===== config.mk =====
export PLATFORM = sky130hd
export DESIGN_NAME = sstf_disk_request_scheduler
export DESIGN_NICKNAME = d
export VERILOG_FILES = /design/src/rtl/sstf_pkg.sv /design/src/rtl/sstf_queue.sv /design/src/rtl/sstf_seek_unit.sv /design/src/rtl/sstf_disk_request_scheduler.sv
export SDC_FILE = /design/constraint.sdc
export NUM_CORES = 1
export LEC_CHECK = 0
export ABC_AREA = 1
export ABC_CLOCK_PERIOD_IN_PS = 5100
export BUFFER_PORTS_ARGS = -buffer_cell sky130_fd_sc_hd__buf_2
export CAP_MARGIN = 10
export CELL_PAD_IN_SITES_DETAIL_PLACEMENT = 1
export CELL_PAD_IN_SITES_GLOBAL_PLACEMENT = 2
export CORE_ASPECT_RATIO = 1.5
export CORE_MARGIN = 10
export CORE_UTILIZATION = 38
export CTS_BUF_LIST = sky130_fd_sc_hd__clkbuf_16
export CTS_CLUSTER_DIAMETER = 50
export DETAILED_ROUTE_END_ITERATION = 10
export HOLD_SLACK_MARGIN = 0.05
export PLACE_DENSITY_LB_ADDON = 0.1
export SLEW_MARGIN = 20
export SYNTH_ARGS = -nofsm -noshare
export SYNTH_HDL_FRONTEND = slang
export SYNTH_SLANG_ARGS = --single-unit

===== constraint.sdc =====
create_clock -name i_clk -period 5.1 [get_ports i_clk]
set_input_delay 0.765 -clock i_clk [delete_from_list [all_inputs] [get_ports i_clk]]
set_output_delay 0.765 -clock i_clk [all_outputs]
set_load 0.05 [all_outputs]

===== src/rtl/sstf_pkg.sv =====
`timescale 1ns / 1ps
// ----------------------------------------------------------------------------
// SSTF scheduler package
// Shared constants, codes, state type and control bundles for the
// shortest-seek-time-first disk request scheduler.
// ----------------------------------------------------------------------------
package sstf_pkg;

    localparam int QUEUE_DEPTH_DEF    = 16;
    localparam int TRACK_BITS_DEF     = 10;
    localparam int REQUESTER_BITS_DEF = 6;

    localparam int LIMIT_W     = 5;
    localparam int ACTIVE_W    = 6;
    localparam int CFG_INDEX_W = 2;
    localparam int CFG_DATA_W  = 6;
    localparam int KIND_W      = 2;

    localparam logic [KIND_W-1:0] KIND_ACCEPT  = 2'd0;
    localparam logic [KIND_W-1:0] KIND_REFUSE  = 2'd1;
    localparam logic [KIND_W-1:0] KIND_SERVICE = 2'd2;

    localparam logic ACTION_REQUEST = 1'b0;
    localparam logic ACTION_FINISH  = 1'b1;

    localparam logic [CFG_INDEX_W-1:0] CFG_QUEUE_LIMIT     = 2'd0;
    localparam logic [CFG_INDEX_W-1:0] CFG_REQUESTER_TOTAL = 2'd1;

    localparam logic [LIMIT_W-1:0]  LIMIT_RESET  = 5'd16;
    localparam logic [ACTIVE_W-1:0] ACTIVE_RESET = 6'd1;

    typedef enum logic [1:0] {
        ST_IDLE,
        ST_SCAN,
        ST_SERVE
    } t_state;

    typedef struct packed {
        logic push;
        logic pop;
    } t_queue_op;

    typedef struct packed {
        logic step;
        logic clear;
    } t_seek_op;

endpackage


===== src/rtl/sstf_queue.sv =====
`timescale 1ns / 1ps
// ----------------------------------------------------------------------------
// SSTF request queue
// Pending request store: valid bits, requester, track and arrival rank per
// slot, with a fill count. One scan read port, push to lowest free slot,
// pop with rank compaction.
// ----------------------------------------------------------------------------
module sstf_queue #(
    parameter int QUEUE_DEPTH    = sstf_pkg::QUEUE_DEPTH_DEF,
    parameter int TRACK_BITS     = sstf_pkg::TRACK_BITS_DEF,
    parameter int REQUESTER_BITS = sstf_pkg::REQUESTER_BITS_DEF,
    localparam int IDX_W = (QUEUE_DEPTH > 1) ? $clog2(QUEUE_DEPTH) : 1,
    localparam int CNT_W = $clog2(QUEUE_DEPTH + 1)
) (
    input  logic                      i_clk,
    input  logic                      i_rst_n,
    input  sstf_pkg::t_queue_op       i_op,
    input  logic [REQUESTER_BITS-1:0] i_push_requester,
    input  logic [TRACK_BITS-1:0]     i_push_track,
    input  logic [IDX_W-1:0]          i_pop_idx,
    input  logic [IDX_W-1:0]          i_pop_age,
    input  logic [IDX_W-1:0]          i_rd_idx,
    output logic                      o_rd_valid,
    output logic [REQUESTER_BITS-1:0] o_rd_requester,
    output logic [TRACK_BITS-1:0]     o_rd_track,
    output logic [IDX_W-1:0]          o_rd_age,
    output logic [CNT_W-1:0]          o_count
);

    logic [QUEUE_DEPTH-1:0]    r_valid;
    logic [REQUESTER_BITS-1:0] r_requester [QUEUE_DEPTH];
    logic [TRACK_BITS-1:0]     r_track     [QUEUE_DEPTH];
    logic [IDX_W-1:0]          r_age       [QUEUE_DEPTH];
    logic [CNT_W-1:0]          r_count;
    logic [IDX_W-1:0]          free_slot;

    always_comb begin
        free_slot = '0;
        for (int i = QUEUE_DEPTH - 1; i >= 0; i--) begin
            if (!r_valid[i]) begin
                free_slot = IDX_W'(i);
            end
        end
    end

    always_ff @(posedge i_clk) begin
        if (!i_rst_n) begin
            r_valid <= '0;
            r_count <= '0;
        end else if (i_op.push) begin
            r_valid[free_slot] <= 1'b1;
            r_count            <= r_count + 1'b1;
        end else if (i_op.pop) begin
            r_valid[i_pop_idx] <= 1'b0;
            r_count            <= r_count - 1'b1;
        end
    end

    always_ff @(posedge i_clk) begin
        if (i_op.push) begin
            r_requester[free_slot] <= i_push_requester;
            r_track[free_slot]     <= i_push_track;
            r_age[free_slot]       <= r_count[IDX_W-1:0];
        end else if (i_op.pop) begin
            for (int i = 0; i < QUEUE_DEPTH; i++) begin
                if (r_valid[i] && (r_age[i] > i_pop_age)) begin
                    r_age[i] <= r_age[i] - 1'b1;
                end
            end
        end
    end

    assign o_rd_valid     = r_valid[i_rd_idx];
    assign o_rd_requester = r_requester[i_rd_idx];
    assign o_rd_track     = r_track[i_rd_idx];
    assign o_rd_age       = r_age[i_rd_idx];
    assign o_count        = r_count;

endmodule


===== src/rtl/sstf_seek_unit.sv =====
`timescale 1ns / 1ps
// ----------------------------------------------------------------------------
// SSTF seek unit
// Shared distance comparator: one entry per step, keeps the nearest entry
// to the head so far, oldest first on equal distance.
// ----------------------------------------------------------------------------
module sstf_seek_unit #(
    parameter int QUEUE_DEPTH    = sstf_pkg::QUEUE_DEPTH_DEF,
    parameter int TRACK_BITS     = sstf_pkg::TRACK_BITS_DEF,
    parameter int REQUESTER_BITS = sstf_pkg::REQUESTER_BITS_DEF,
    localparam int IDX_W = (QUEUE_DEPTH > 1) ? $clog2(QUEUE_DEPTH) : 1
) (
    input  logic                      i_clk,
    input  logic                      i_rst_n,
    input  sstf_pkg::t_seek_op        i_op,
    input  logic [TRACK_BITS-1:0]     i_head,
    input  logic [IDX_W-1:0]          i_idx,
    input  logic                      i_valid,
    input  logic [TRACK_BITS-1:0]     i_track,
    input  logic [REQUESTER_BITS-1:0] i_requester,
    input  logic [IDX_W-1:0]          i_age,
    output logic [IDX_W-1:0]          o_idx,
    output logic [IDX_W-1:0]          o_age,
    output logic [TRACK_BITS-1:0]     o_track,
    output logic [REQUESTER_BITS-1:0] o_requester
);

    logic                      r_found;
    logic [TRACK_BITS-1:0]     r_dist;
    logic [IDX_W-1:0]          r_idx;
    logic [IDX_W-1:0]          r_age;
    logic [TRACK_BITS-1:0]     r_track;
    logic [REQUESTER_BITS-1:0] r_requester;
    logic [TRACK_BITS-1:0]     seek_dist;
    logic                      take;

    always_comb begin
        seek_dist = (i_track >= i_head) ? (i_track - i_head) : (i_head - i_track);
        take = i_valid && (i_op.clear || !r_found || (seek_dist < r_dist) ||
                           ((seek_dist == r_dist) && (i_age < r_age)));
    end

    always_ff @(posedge i_clk) begin
        if (!i_rst_n) begin
            r_found <= 1'b0;
        end else if (i_op.step) begin
            r_found <= i_op.clear ? take : (r_found | take);
        end
    end

    always_ff @(posedge i_clk) begin
        if (i_op.step && take) begin
            r_dist      <= seek_dist;
            r_idx       <= i_idx;
            r_age       <= i_age;
            r_track     <= i_track;
            r_requester <= i_requester;
        end
    end

    assign o_idx       = r_idx;
    assign o_age       = r_age;
    assign o_track     = r_track;
    assign o_requester = r_requester;

endmodule


===== src/rtl/sstf_disk_request_scheduler.sv =====
`timescale 1ns / 1ps
// ----------------------------------------------------------------------------
// SSTF disk request scheduler
// Bounded queue of disk requests served nearest-track-first from the head
// position, oldest first on equal distance.
//
//   Channel   Handshake                  Beat
//   -------   ------------------------   ------------------------------------
//   item in   start & !busy              i_action, i_requester, i_track
//   result    o_result_valid (1 cycle)   o_kind, o_served_requester,
//                                        o_served_track, o_last
//   config    i_cfg_valid & o_cfg_ready  i_cfg_index, i_cfg_data
//
// A request beat's accept or refuse result is registered and shown in the cycle
// after start. Each service scans every queue slot in turn through the single
// distance comparator, then pops the nearest entry and emits its result.
// Synchronous active-low reset clears the queue, sets the head to track 0 and
// loads the register defaults. Results cannot be stalled; busy drops in the
// same cycle as the last service result is shown.
// ----------------------------------------------------------------------------
module sstf_disk_request_scheduler #(
    parameter int QUEUE_DEPTH    = sstf_pkg::QUEUE_DEPTH_DEF,
    parameter int TRACK_BITS     = sstf_pkg::TRACK_BITS_DEF,
    parameter int REQUESTER_BITS = sstf_pkg::REQUESTER_BITS_DEF
) (
    input  logic                             i_clk,
    input  logic                             i_rst_n,
    input  logic                             start,
    output logic                             busy,
    input  logic                             i_action,
    input  logic [REQUESTER_BITS-1:0]        i_requester,
    input  logic [TRACK_BITS-1:0]            i_track,
    output logic                             o_result_valid,
    output logic [sstf_pkg::KIND_W-1:0]      o_kind,
    output logic [REQUESTER_BITS-1:0]        o_served_requester,
    output logic [TRACK_BITS-1:0]            o_served_track,
    output logic                             o_last,
    input  logic                             i_cfg_valid,
    output logic                             o_cfg_ready,
    input  logic [sstf_pkg::CFG_INDEX_W-1:0] i_cfg_index,
    input  logic [sstf_pkg::CFG_DATA_W-1:0]  i_cfg_data
);

    localparam int IDX_W = (QUEUE_DEPTH > 1) ? $clog2(QUEUE_DEPTH) : 1;
    localparam int CNT_W = $clog2(QUEUE_DEPTH + 1);
    localparam int CMP_W = (CNT_W > sstf_pkg::ACTIVE_W) ? CNT_W : sstf_pkg::ACTIVE_W;

    sstf_pkg::t_state                r_state, n_state;
    logic [IDX_W-1:0]                r_scan_idx, n_scan_idx;
    logic [TRACK_BITS-1:0]           r_head, n_head;
    logic [sstf_pkg::ACTIVE_W-1:0]   r_active, n_active;
    logic [sstf_pkg::LIMIT_W-1:0]    r_limit, n_limit;
    logic                            r_out_valid, n_out_valid;
    logic [sstf_pkg::KIND_W-1:0]     r_out_kind, n_out_kind;
    logic [REQUESTER_BITS-1:0]       r_out_requester, n_out_requester;
    logic [TRACK_BITS-1:0]           r_out_track, n_out_track;
    logic                            r_out_last, n_out_last;

    sstf_pkg::t_queue_op             q_op;
    sstf_pkg::t_seek_op              s_op;
    logic                            q_rd_valid;
    logic [REQUESTER_BITS-1:0]       q_rd_requester;
    logic [TRACK_BITS-1:0]           q_rd_track;
    logic [IDX_W-1:0]                q_rd_age;
    logic [CNT_W-1:0]                q_count;
    logic [IDX_W-1:0]                best_idx;
    logic [IDX_W-1:0]                best_age;
    logic [TRACK_BITS-1:0]           best_track;
    logic [REQUESTER_BITS-1:0]       best_requester;

    logic [CMP_W-1:0]                lim_ext;
    logic [CMP_W-1:0]                eff_limit;
    logic [CMP_W-1:0]                count_ext;
    logic [CMP_W-1:0]                count_after;
    logic [sstf_pkg::ACTIVE_W-1:0]   active_dec;
    logic [sstf_pkg::ACTIVE_W-1:0]   active_after;
    logic                            full;
    logic                            is_request;
    logic                            serve_idle;
    logic                            serve_next;

    function automatic logic serve_due(input logic [CMP_W-1:0] count,
                                       input logic [CMP_W-1:0] limit,
                                       input logic [sstf_pkg::ACTIVE_W-1:0] active);
        logic [CMP_W-1:0] act_ext;
        logic [CMP_W-1:0] need;
        act_ext   = CMP_W'(active);
        need      = (limit < act_ext) ? limit : act_ext;
        serve_due = (count != '0) && (count >= need);
    endfunction

    sstf_queue #(
        .QUEUE_DEPTH    (QUEUE_DEPTH),
        .TRACK_BITS     (TRACK_BITS),
        .REQUESTER_BITS (REQUESTER_BITS)
    ) u_queue (
        .i_clk            (i_clk),
        .i_rst_n          (i_rst_n),
        .i_op             (q_op),
        .i_push_requester (i_requester),
        .i_push_track     (i_track),
        .i_pop_idx        (best_idx),
        .i_pop_age        (best_age),
        .i_rd_idx         (r_scan_idx),
        .o_rd_valid       (q_rd_valid),
        .o_rd_requester   (q_rd_requester),
        .o_rd_track       (q_rd_track),
        .o_rd_age         (q_rd_age),
        .o_count          (q_count)
    );

    sstf_seek_unit #(
        .QUEUE_DEPTH    (QUEUE_DEPTH),
        .TRACK_BITS     (TRACK_BITS),
        .REQUESTER_BITS (REQUESTER_BITS)
    ) u_seek (
        .i_clk       (i_clk),
        .i_rst_n     (i_rst_n),
        .i_op        (s_op),
        .i_head      (r_head),
        .i_idx       (r_scan_idx),
        .i_valid     (q_rd_valid),
        .i_track     (q_rd_track),
        .i_requester (q_rd_requester),
        .i_age       (q_rd_age),
        .o_idx       (best_idx),
        .o_age       (best_age),
        .o_track     (best_track),
        .o_requester (best_requester)
    );

    always_comb begin
        lim_ext      = CMP_W'(r_limit);
        eff_limit    = (lim_ext == '0) ? CMP_W'(1) :
                       (lim_ext > CMP_W'(QUEUE_DEPTH)) ? CMP_W'(QUEUE_DEPTH) : lim_ext;
        count_ext    = CMP_W'(q_count);
        full         = (count_ext >= eff_limit);
        is_request   = (i_action == sstf_pkg::ACTION_REQUEST);
        active_dec   = (r_active != '0) ? (r_active - 1'b1) : r_active;
        active_after = is_request ? r_active : active_dec;
        count_after  = (is_request && !full) ? (count_ext + 1'b1) : count_ext;
        serve_idle   = serve_due(count_after, eff_limit, active_after);
        serve_next   = serve_due(count_ext - 1'b1, eff_limit, r_active);
    end

    always_comb begin
        n_state         = r_state;
        n_scan_idx      = r_scan_idx;
        n_head          = r_head;
        n_active        = r_active;
        n_limit         = r_limit;
        n_out_valid     = 1'b0;
        n_out_kind      = r_out_kind;
        n_out_requester = r_out_requester;
        n_out_track     = r_out_track;
        n_out_last      = r_out_last;
        q_op            = '0;
        s_op            = '0;

        unique case (r_state)
            sstf_pkg::ST_IDLE: begin
                if (start) begin
                    if (is_request) begin
                        n_out_valid     = 1'b1;
                        n_out_kind      = full ? sstf_pkg::KIND_REFUSE
                                               : sstf_pkg::KIND_ACCEPT;
                        n_out_requester = i_requester;
                        n_out_track     = i_track;
                        n_out_last      = !serve_idle;
                        q_op.push       = !full;
                    end else begin
                        n_active = active_dec;
                    end
                    if (serve_idle) begin
                        n_state    = sstf_pkg::ST_SCAN;
                        n_scan_idx = '0;
                    end
                end
            end
            sstf_pkg::ST_SCAN: begin
                s_op.step  = 1'b1;
                s_op.clear = (r_scan_idx == '0);
                if (r_scan_idx == IDX_W'(QUEUE_DEPTH - 1)) begin
                    n_state = sstf_pkg::ST_SERVE;
                end else begin
                    n_scan_idx = r_scan_idx + 1'b1;
                end
            end
            sstf_pkg::ST_SERVE: begin
                n_out_valid     = 1'b1;
                n_out_kind      = sstf_pkg::KIND_SERVICE;
                n_out_requester = best_requester;
                n_out_track     = best_track;
                n_out_last      = !serve_next;
                q_op.pop        = 1'b1;
                n_head          = best_track;
                n_scan_idx      = '0;
                n_state         = serve_next ? sstf_pkg::ST_SCAN : sstf_pkg::ST_IDLE;
            end
            default: begin
                n_state = sstf_pkg::ST_IDLE;
            end
        endcase

        if (i_cfg_valid && o_cfg_ready) begin
            unique case (i_cfg_index)
                sstf_pkg::CFG_QUEUE_LIMIT: begin
                    n_limit = i_cfg_data[sstf_pkg::LIMIT_W-1:0];
                end
                sstf_pkg::CFG_REQUESTER_TOTAL: begin
                    n_active = i_cfg_data[sstf_pkg::ACTIVE_W-1:0];
                end
                default: begin
                end
            endcase
        end
    end

    always_ff @(posedge i_clk) begin
        if (!i_rst_n) begin
            r_state     <= sstf_pkg::ST_IDLE;
            r_head      <= '0;
            r_active    <= sstf_pkg::ACTIVE_RESET;
            r_limit     <= sstf_pkg::LIMIT_RESET;
            r_out_valid <= 1'b0;
        end else begin
            r_state     <= n_state;
            r_head      <= n_head;
            r_active    <= n_active;
            r_limit     <= n_limit;
            r_out_valid <= n_out_valid;
        end
    end

    always_ff @(posedge i_clk) begin
        r_scan_idx      <= n_scan_idx;
        r_out_kind      <= n_out_kind;
        r_out_requester <= n_out_requester;
        r_out_track     <= n_out_track;
        r_out_last      <= n_out_last;
    end

    assign busy               = (r_state != sstf_pkg::ST_IDLE);
    assign o_cfg_ready        = !busy;
    assign o_result_valid     = r_out_valid;
    assign o_kind             = r_out_kind;
    assign o_served_requester = r_out_requester;
    assign o_served_track     = r_out_track;
    assign o_last             = r_out_last;

endmodule

==> qor_table.md <==
| Group | Metric | Value |
|---|---|---|
| worst hold path | Endpoint with the worst hold slack | r_limit[4]$_SDFFE_PN1P_ |
| finish | Number of inserted filler cells in the final layout | 6460 |
| power | Sequential share of power | 0.311 |
| power | Internal Power | 8.405 mW |
| floorplan | Area of the placeable core | 57700 µm² |
| timing | Hold violation total from the final report | 0 |
| finish | Area Growth Syn to Fin | 14.69% |
| timing | Slew at the pin closest to its max-slew limit | 1109 ps |
| synthesis | Share of the synthesized area in compound gates (AO/OA/AOI/OAI) | 0.1496 |
| critical path | Crit start category | flip-flop |
| worst hold path | Class of the tightest hold or removal check | primary input to flip-flop |
| route | Detailed router's first-iteration violation count | 822 |
| worst hold path | WHS Path Cells | 3 |
| placement | Cell area reported after detailed placement | 23500 µm² |
| cts | Number of buffers created by CTS | 47 |
| synthesis | Synthesized instance count | 2137 |
| critical path | Depth of the most critical reg-to-reg path | 24 |
| finish | # nets final | 2401 |
| power | Leak pwr | 9.893 nW |
| global routing | Global routing usage summed across all routing layers | 0.1975 |
| finish | Most common cell after layout, fill and taps aside | edfxtp_1 |
| timing | Setup TNS Final | 0 ps |
| cts | TritonCTS Sinks | 427 |
| critical path | Largest fanout on the critical path | 20 |
| route | First-pass iteration count of the detailed router | 7 |
| synthesis | Number of flops mapped to enable cells by yosys | 377 |
| floorplan | Die span in y | 315.4 µm |
| global routing | Vias in the first global route | 17520 |
| critical path | Kind of critical path | flip-flop to flip-flop |
| synthesis | Simple-gate share of the synthesized area | 0.1030 |
| power | Portion of total power attributed to the clock network | 0.263 |
| route | Average vias per placed instance | 5.437 |
| synthesis | Post-synthesis instance area | 22110 µm² |
| critical path | Minimum setup slack among reg-to-reg paths | 330 ps |
| placement | Post-DP HPWL | 45230 µm |
| route | Total wirelength of the detailed-routed design | 68160 µm |
| global routing | First-pass GRT wire length | 103600 µm |
| cts | Clock network latency to the later pin of the worst-skew pair | 610 ps |
| worst hold path | Start point of the worst hold path | i_cfg_data[4] |
| timing | Maximum clock skew at final layout | 23.10 ps |
| finish | Antenna diode count | 0 |
| critical path | Reg2Reg Capture Point | u_seek.o_track[7]$_DFFE_PP_ |
| floorplan | Number of placement rows | 108 |
| cts | Clock tree root driver cell | clkbuf_16 |
| synthesis | Largest area contributor in the netlist | edfxtp_1 |
| synthesis | Share of synthesized area spent on multiplexers | 0.02145 |
| route | Count of vias placed by the detailed router | 16480 |
| timing | Shortest clock period the worst path allows after layout | 4766 ps |
| cts | CTS tree | done |
| synthesis | Mean instance size in the synthesized netlist | 10.34 µm² |
| global routing | Final global-route overflow total | 0 |
| finish | Top library cells by usage in the layout, fill and taps aside | edfxtp_1 (377), nand2_1 (298), o21ai_0 (265), inv_1 (255), a21oi_1 (177) |
| placement | Post-Place Setup Slack | -120.7 ps |
| route | Post-route antenna net violation count | 0 |
| power | Combinational share of power | 0.426 |
| flow run | Number of maximum-capacitance violations | 0 |
| floorplan | Die area | 68420 µm² |
| route | DRC errors left | 0 |
| timing | Pins over their slew limit | 0 |
| critical path | Type of destination of the critical path | flip-flop |
| run status | Result of the run | complete, no violations |
| power | Power per cell area | 544.5 nW/µm² |
| power | Switching share of total power | 0.3912 |
| synthesis | Synthesized-area fraction occupied by adder cells | 0.08592 |
| cts | Clock Tree Buf Depth | 3 |
| timing | Max frequency | 209.8 MHz |
| timing | Worst-case setup margin in the final layout | 334.1 ps |
| global routing | Initial antenna violation count | 2 |
| synthesis | Fraction of synthesized cell area taken by the top area cell type | 0.5121 |
| synthesis | FFs w/ async S/R, synth | 0 |
| global routing | Largest net degree at the start of global routing | 64 |
| power | Reported net switching power | 5.400 mW |
| synthesis | Number of synthesis warnings | 0 |
| synthesis | Dominant combinational cell family by area after synthesis | compound AO/OA/AOI/OAI gates |
| synthesis | Count of unique library cells instantiated by Yosys | 54 |
| cts | Clock transition at path regs | 60 ps |
| finish | Fin area | 25350 µm² |
| synthesis | Count of state elements after synthesis | 427 |
| critical path | Required time of the worst setup path | 5410 ps |
| synthesis | Most used flip-flop cell after synthesis | edfxtp_1 |
| floorplan | Effective utilization at floorplan | 0.3831 |
| cts | Htree depth | 2 |
| placement | Port bufs | 50 |
| timing | Final cycle utilization of the critical path | 0.9345 |
| critical path | Arrival time at the worst endpoint | 5080 ps |
| power | Peak ir drop on the vdd network | 300.1 µV |
| floorplan | Die X | 216.9 µm |
| synthesis | Largest cells by area after synthesis | edfxtp_1 (51%), ha_1 (8.3%), o21ai_0 (6.0%) |
| finish | Share of post-route cells with drive strength above 1 | 0.1075 |
| timing | Count of endpoints failing setup in the final report | 0 |
| floorplan | I/O Pins | 51 |
| cts | CTS Hold Bufs | 0 |
| synthesis | Proportion of synthesized chip area in sequential cells | 0.5574 |
| placement | GP Congestion | 0.8424 |
| route | Per-cell routed wire length | 22.49 µm |
| timing | Max-slew headroom | 0.2596 |
| synthesis | Xor and xnor area share after synthesis | 0.02139 |
-- layout make-up --
| cell class | count | area (µm²) | area share |
|---|---|---|---|
| clock inverters | 39 | 424.2 | 0.01673 |
| repair buffers | 119 | 874.6 | 0.03449 |
| well taps | 770 | 963.4 | 0.03800 |
| flip-flops and latches | 427 | 12330 | 0.4862 |
| multi-input cells | 1369 | 8569 | 0.3380 |
| inverters | 258 | 969.7 | 0.03825 |
| clock buffers | 49 | 1226 | 0.04836 |
-- timing repair --
item | in CTS | in global routing
pin swaps | 0 | 5
gates cloned | 0 | 1
setup buffers | 1 | 8
endpoints found under the setup margin | 34 | 34
hold endpoints to repair | 0 | 0
gates resized for setup | 0 | 20
-- synthesized netlist by cell type, types with 17 or more instances --
cell type / instances
edfxtp_1: 377
nand2_1: 301
o21ai_0: 267
inv_1: 247
a21oi_1: 177
ha_1: 147
nor2_1: 98
nand3_1: 67
o211ai_1: 53
clkbuf_1: 51
dfxtp_1: 50
mux2i_1: 44
xnor2_1: 27
xor2_1: 27
buf_2: 24
o22ai_1: 23
nand4_1: 22
o2111ai_1: 17
-- logic make-up (layout without fill, tap and decap cells) --
family                     after synthesis  after routing
and+or+nand+nor                        527            527
other                                    1              2
xor gates and xnor gates                54             54
AOI/OAI and AO/OA                      588            589
DFF                                    427            427
muxes                                   47             47
buffers and inverters                  343            465
adders and majority gates              150            150
-- state kept, by name (all words and copies together) (netlist names), 2 cells and up, named ones only --
| register | cells |
|---|---|
| o_served_requester | 6 |
| r_limit | 5 |
| u_queue.r_valid | 16 |
| o_served_track | 10 |
| u_seek.r_dist | 10 |
| u_queue.o_count | 5 |
| u_seek.o_track | 10 |
| r_head | 10 |
| u_seek.o_idx | 4 |
| u_queue.r_track | 160 |
| u_seek.o_age | 4 |
| r_state | 2 |
| o_kind | 2 |
| u_queue.r_age | 64 |
| u_queue.r_requester | 96 |
| r_active | 6 |
| u_seek.o_requester | 6 |
| r_scan_idx | 4 |
-- routing by layer --
| layer | vias up | track usage | wire (µm) |
|---|---|---|---|
| li1 | 7782 | - | - |
| met1 | 8268 | 0.2305 | 27810 |
| met2 | 289 | 0.3617 | 35580 |
| met3 | 136 | 0.02965 | 2454 |
| met4 | 4 | 0.06705 | 2294 |
| met5 | - | 0 | 19 |
-- worst max-delay path by stage --
stage	from	end	slack [ps]
4_1_cts	flip-flop	u_seek.o_track[7]$_DFFE_PP_	5
5_1_grt	flip-flop	u_seek.o_track[7]$_DFFE_PP_	-30
3_5_place_dp	flip-flop	u_seek.o_track[7]$_DFFE_PP_	-120
3_3_place_gp	flip-flop	u_seek.o_track[7]$_DFFE_PP_	110
6_report	flip-flop	u_seek.o_track[7]$_DFFE_PP_	330
2_1_floorplan	flip-flop	u_seek.o_age[0]$_DFFE_PP_	340
-- worst max-delay path, stage by stage (launching register included) --
cell,delay [ps]
dfxtp_4,450
buf_4,220
buf_12,160
mux2i_1,210
o211ai_1,110
nand3_1,100
nand2_1,110
ha_1,400
nand2_1,110
inv_1,100
nand4_1,200
buf_4,210
o2111ai_4,230
nand2_1,90
o21ai_0,140
xor2_1,300
ha_1,290
nand2_1,130
nor2_1,80
o211ai_1,80
o2111ai_1,180
nand3_1,110
a21oi_1,80
nor2_4,170
buf_12,200
-- power groups by stage --
stage | clock network [mW] | registers (mW) | logic (mW)
3_3_place_gp | 0 | 4.40 | 5.35
2_1_floorplan | 0 | 4.35 | 3.68
4_1_cts | 3.71 | 4.32 | 5.57
5_1_grt | 3.85 | 4.31 | 6.60
6_report | 3.63 | 4.29 | 5.88
3_5_place_dp | 0 | 4.41 | 5.50
-- stage by stage --
step | hold WS (ps) | util | power, mW | cells
global placement | 453.3 | 0.4073 | 9.748 | 2933
CTS | 390.0 | 0.4362 | 13.60 | 3022
global route | 421.0 | 0.4394 | 14.76 | 3031
floorplan | 441.1 | - | 8.030 | 2138
finish | 409.9 | 0.4394 | 13.80 | 3031
detailed placement | 460.5 | 0.4073 | 9.908 | 2933
No activity file was read; power rests on OpenSTA's default activity.
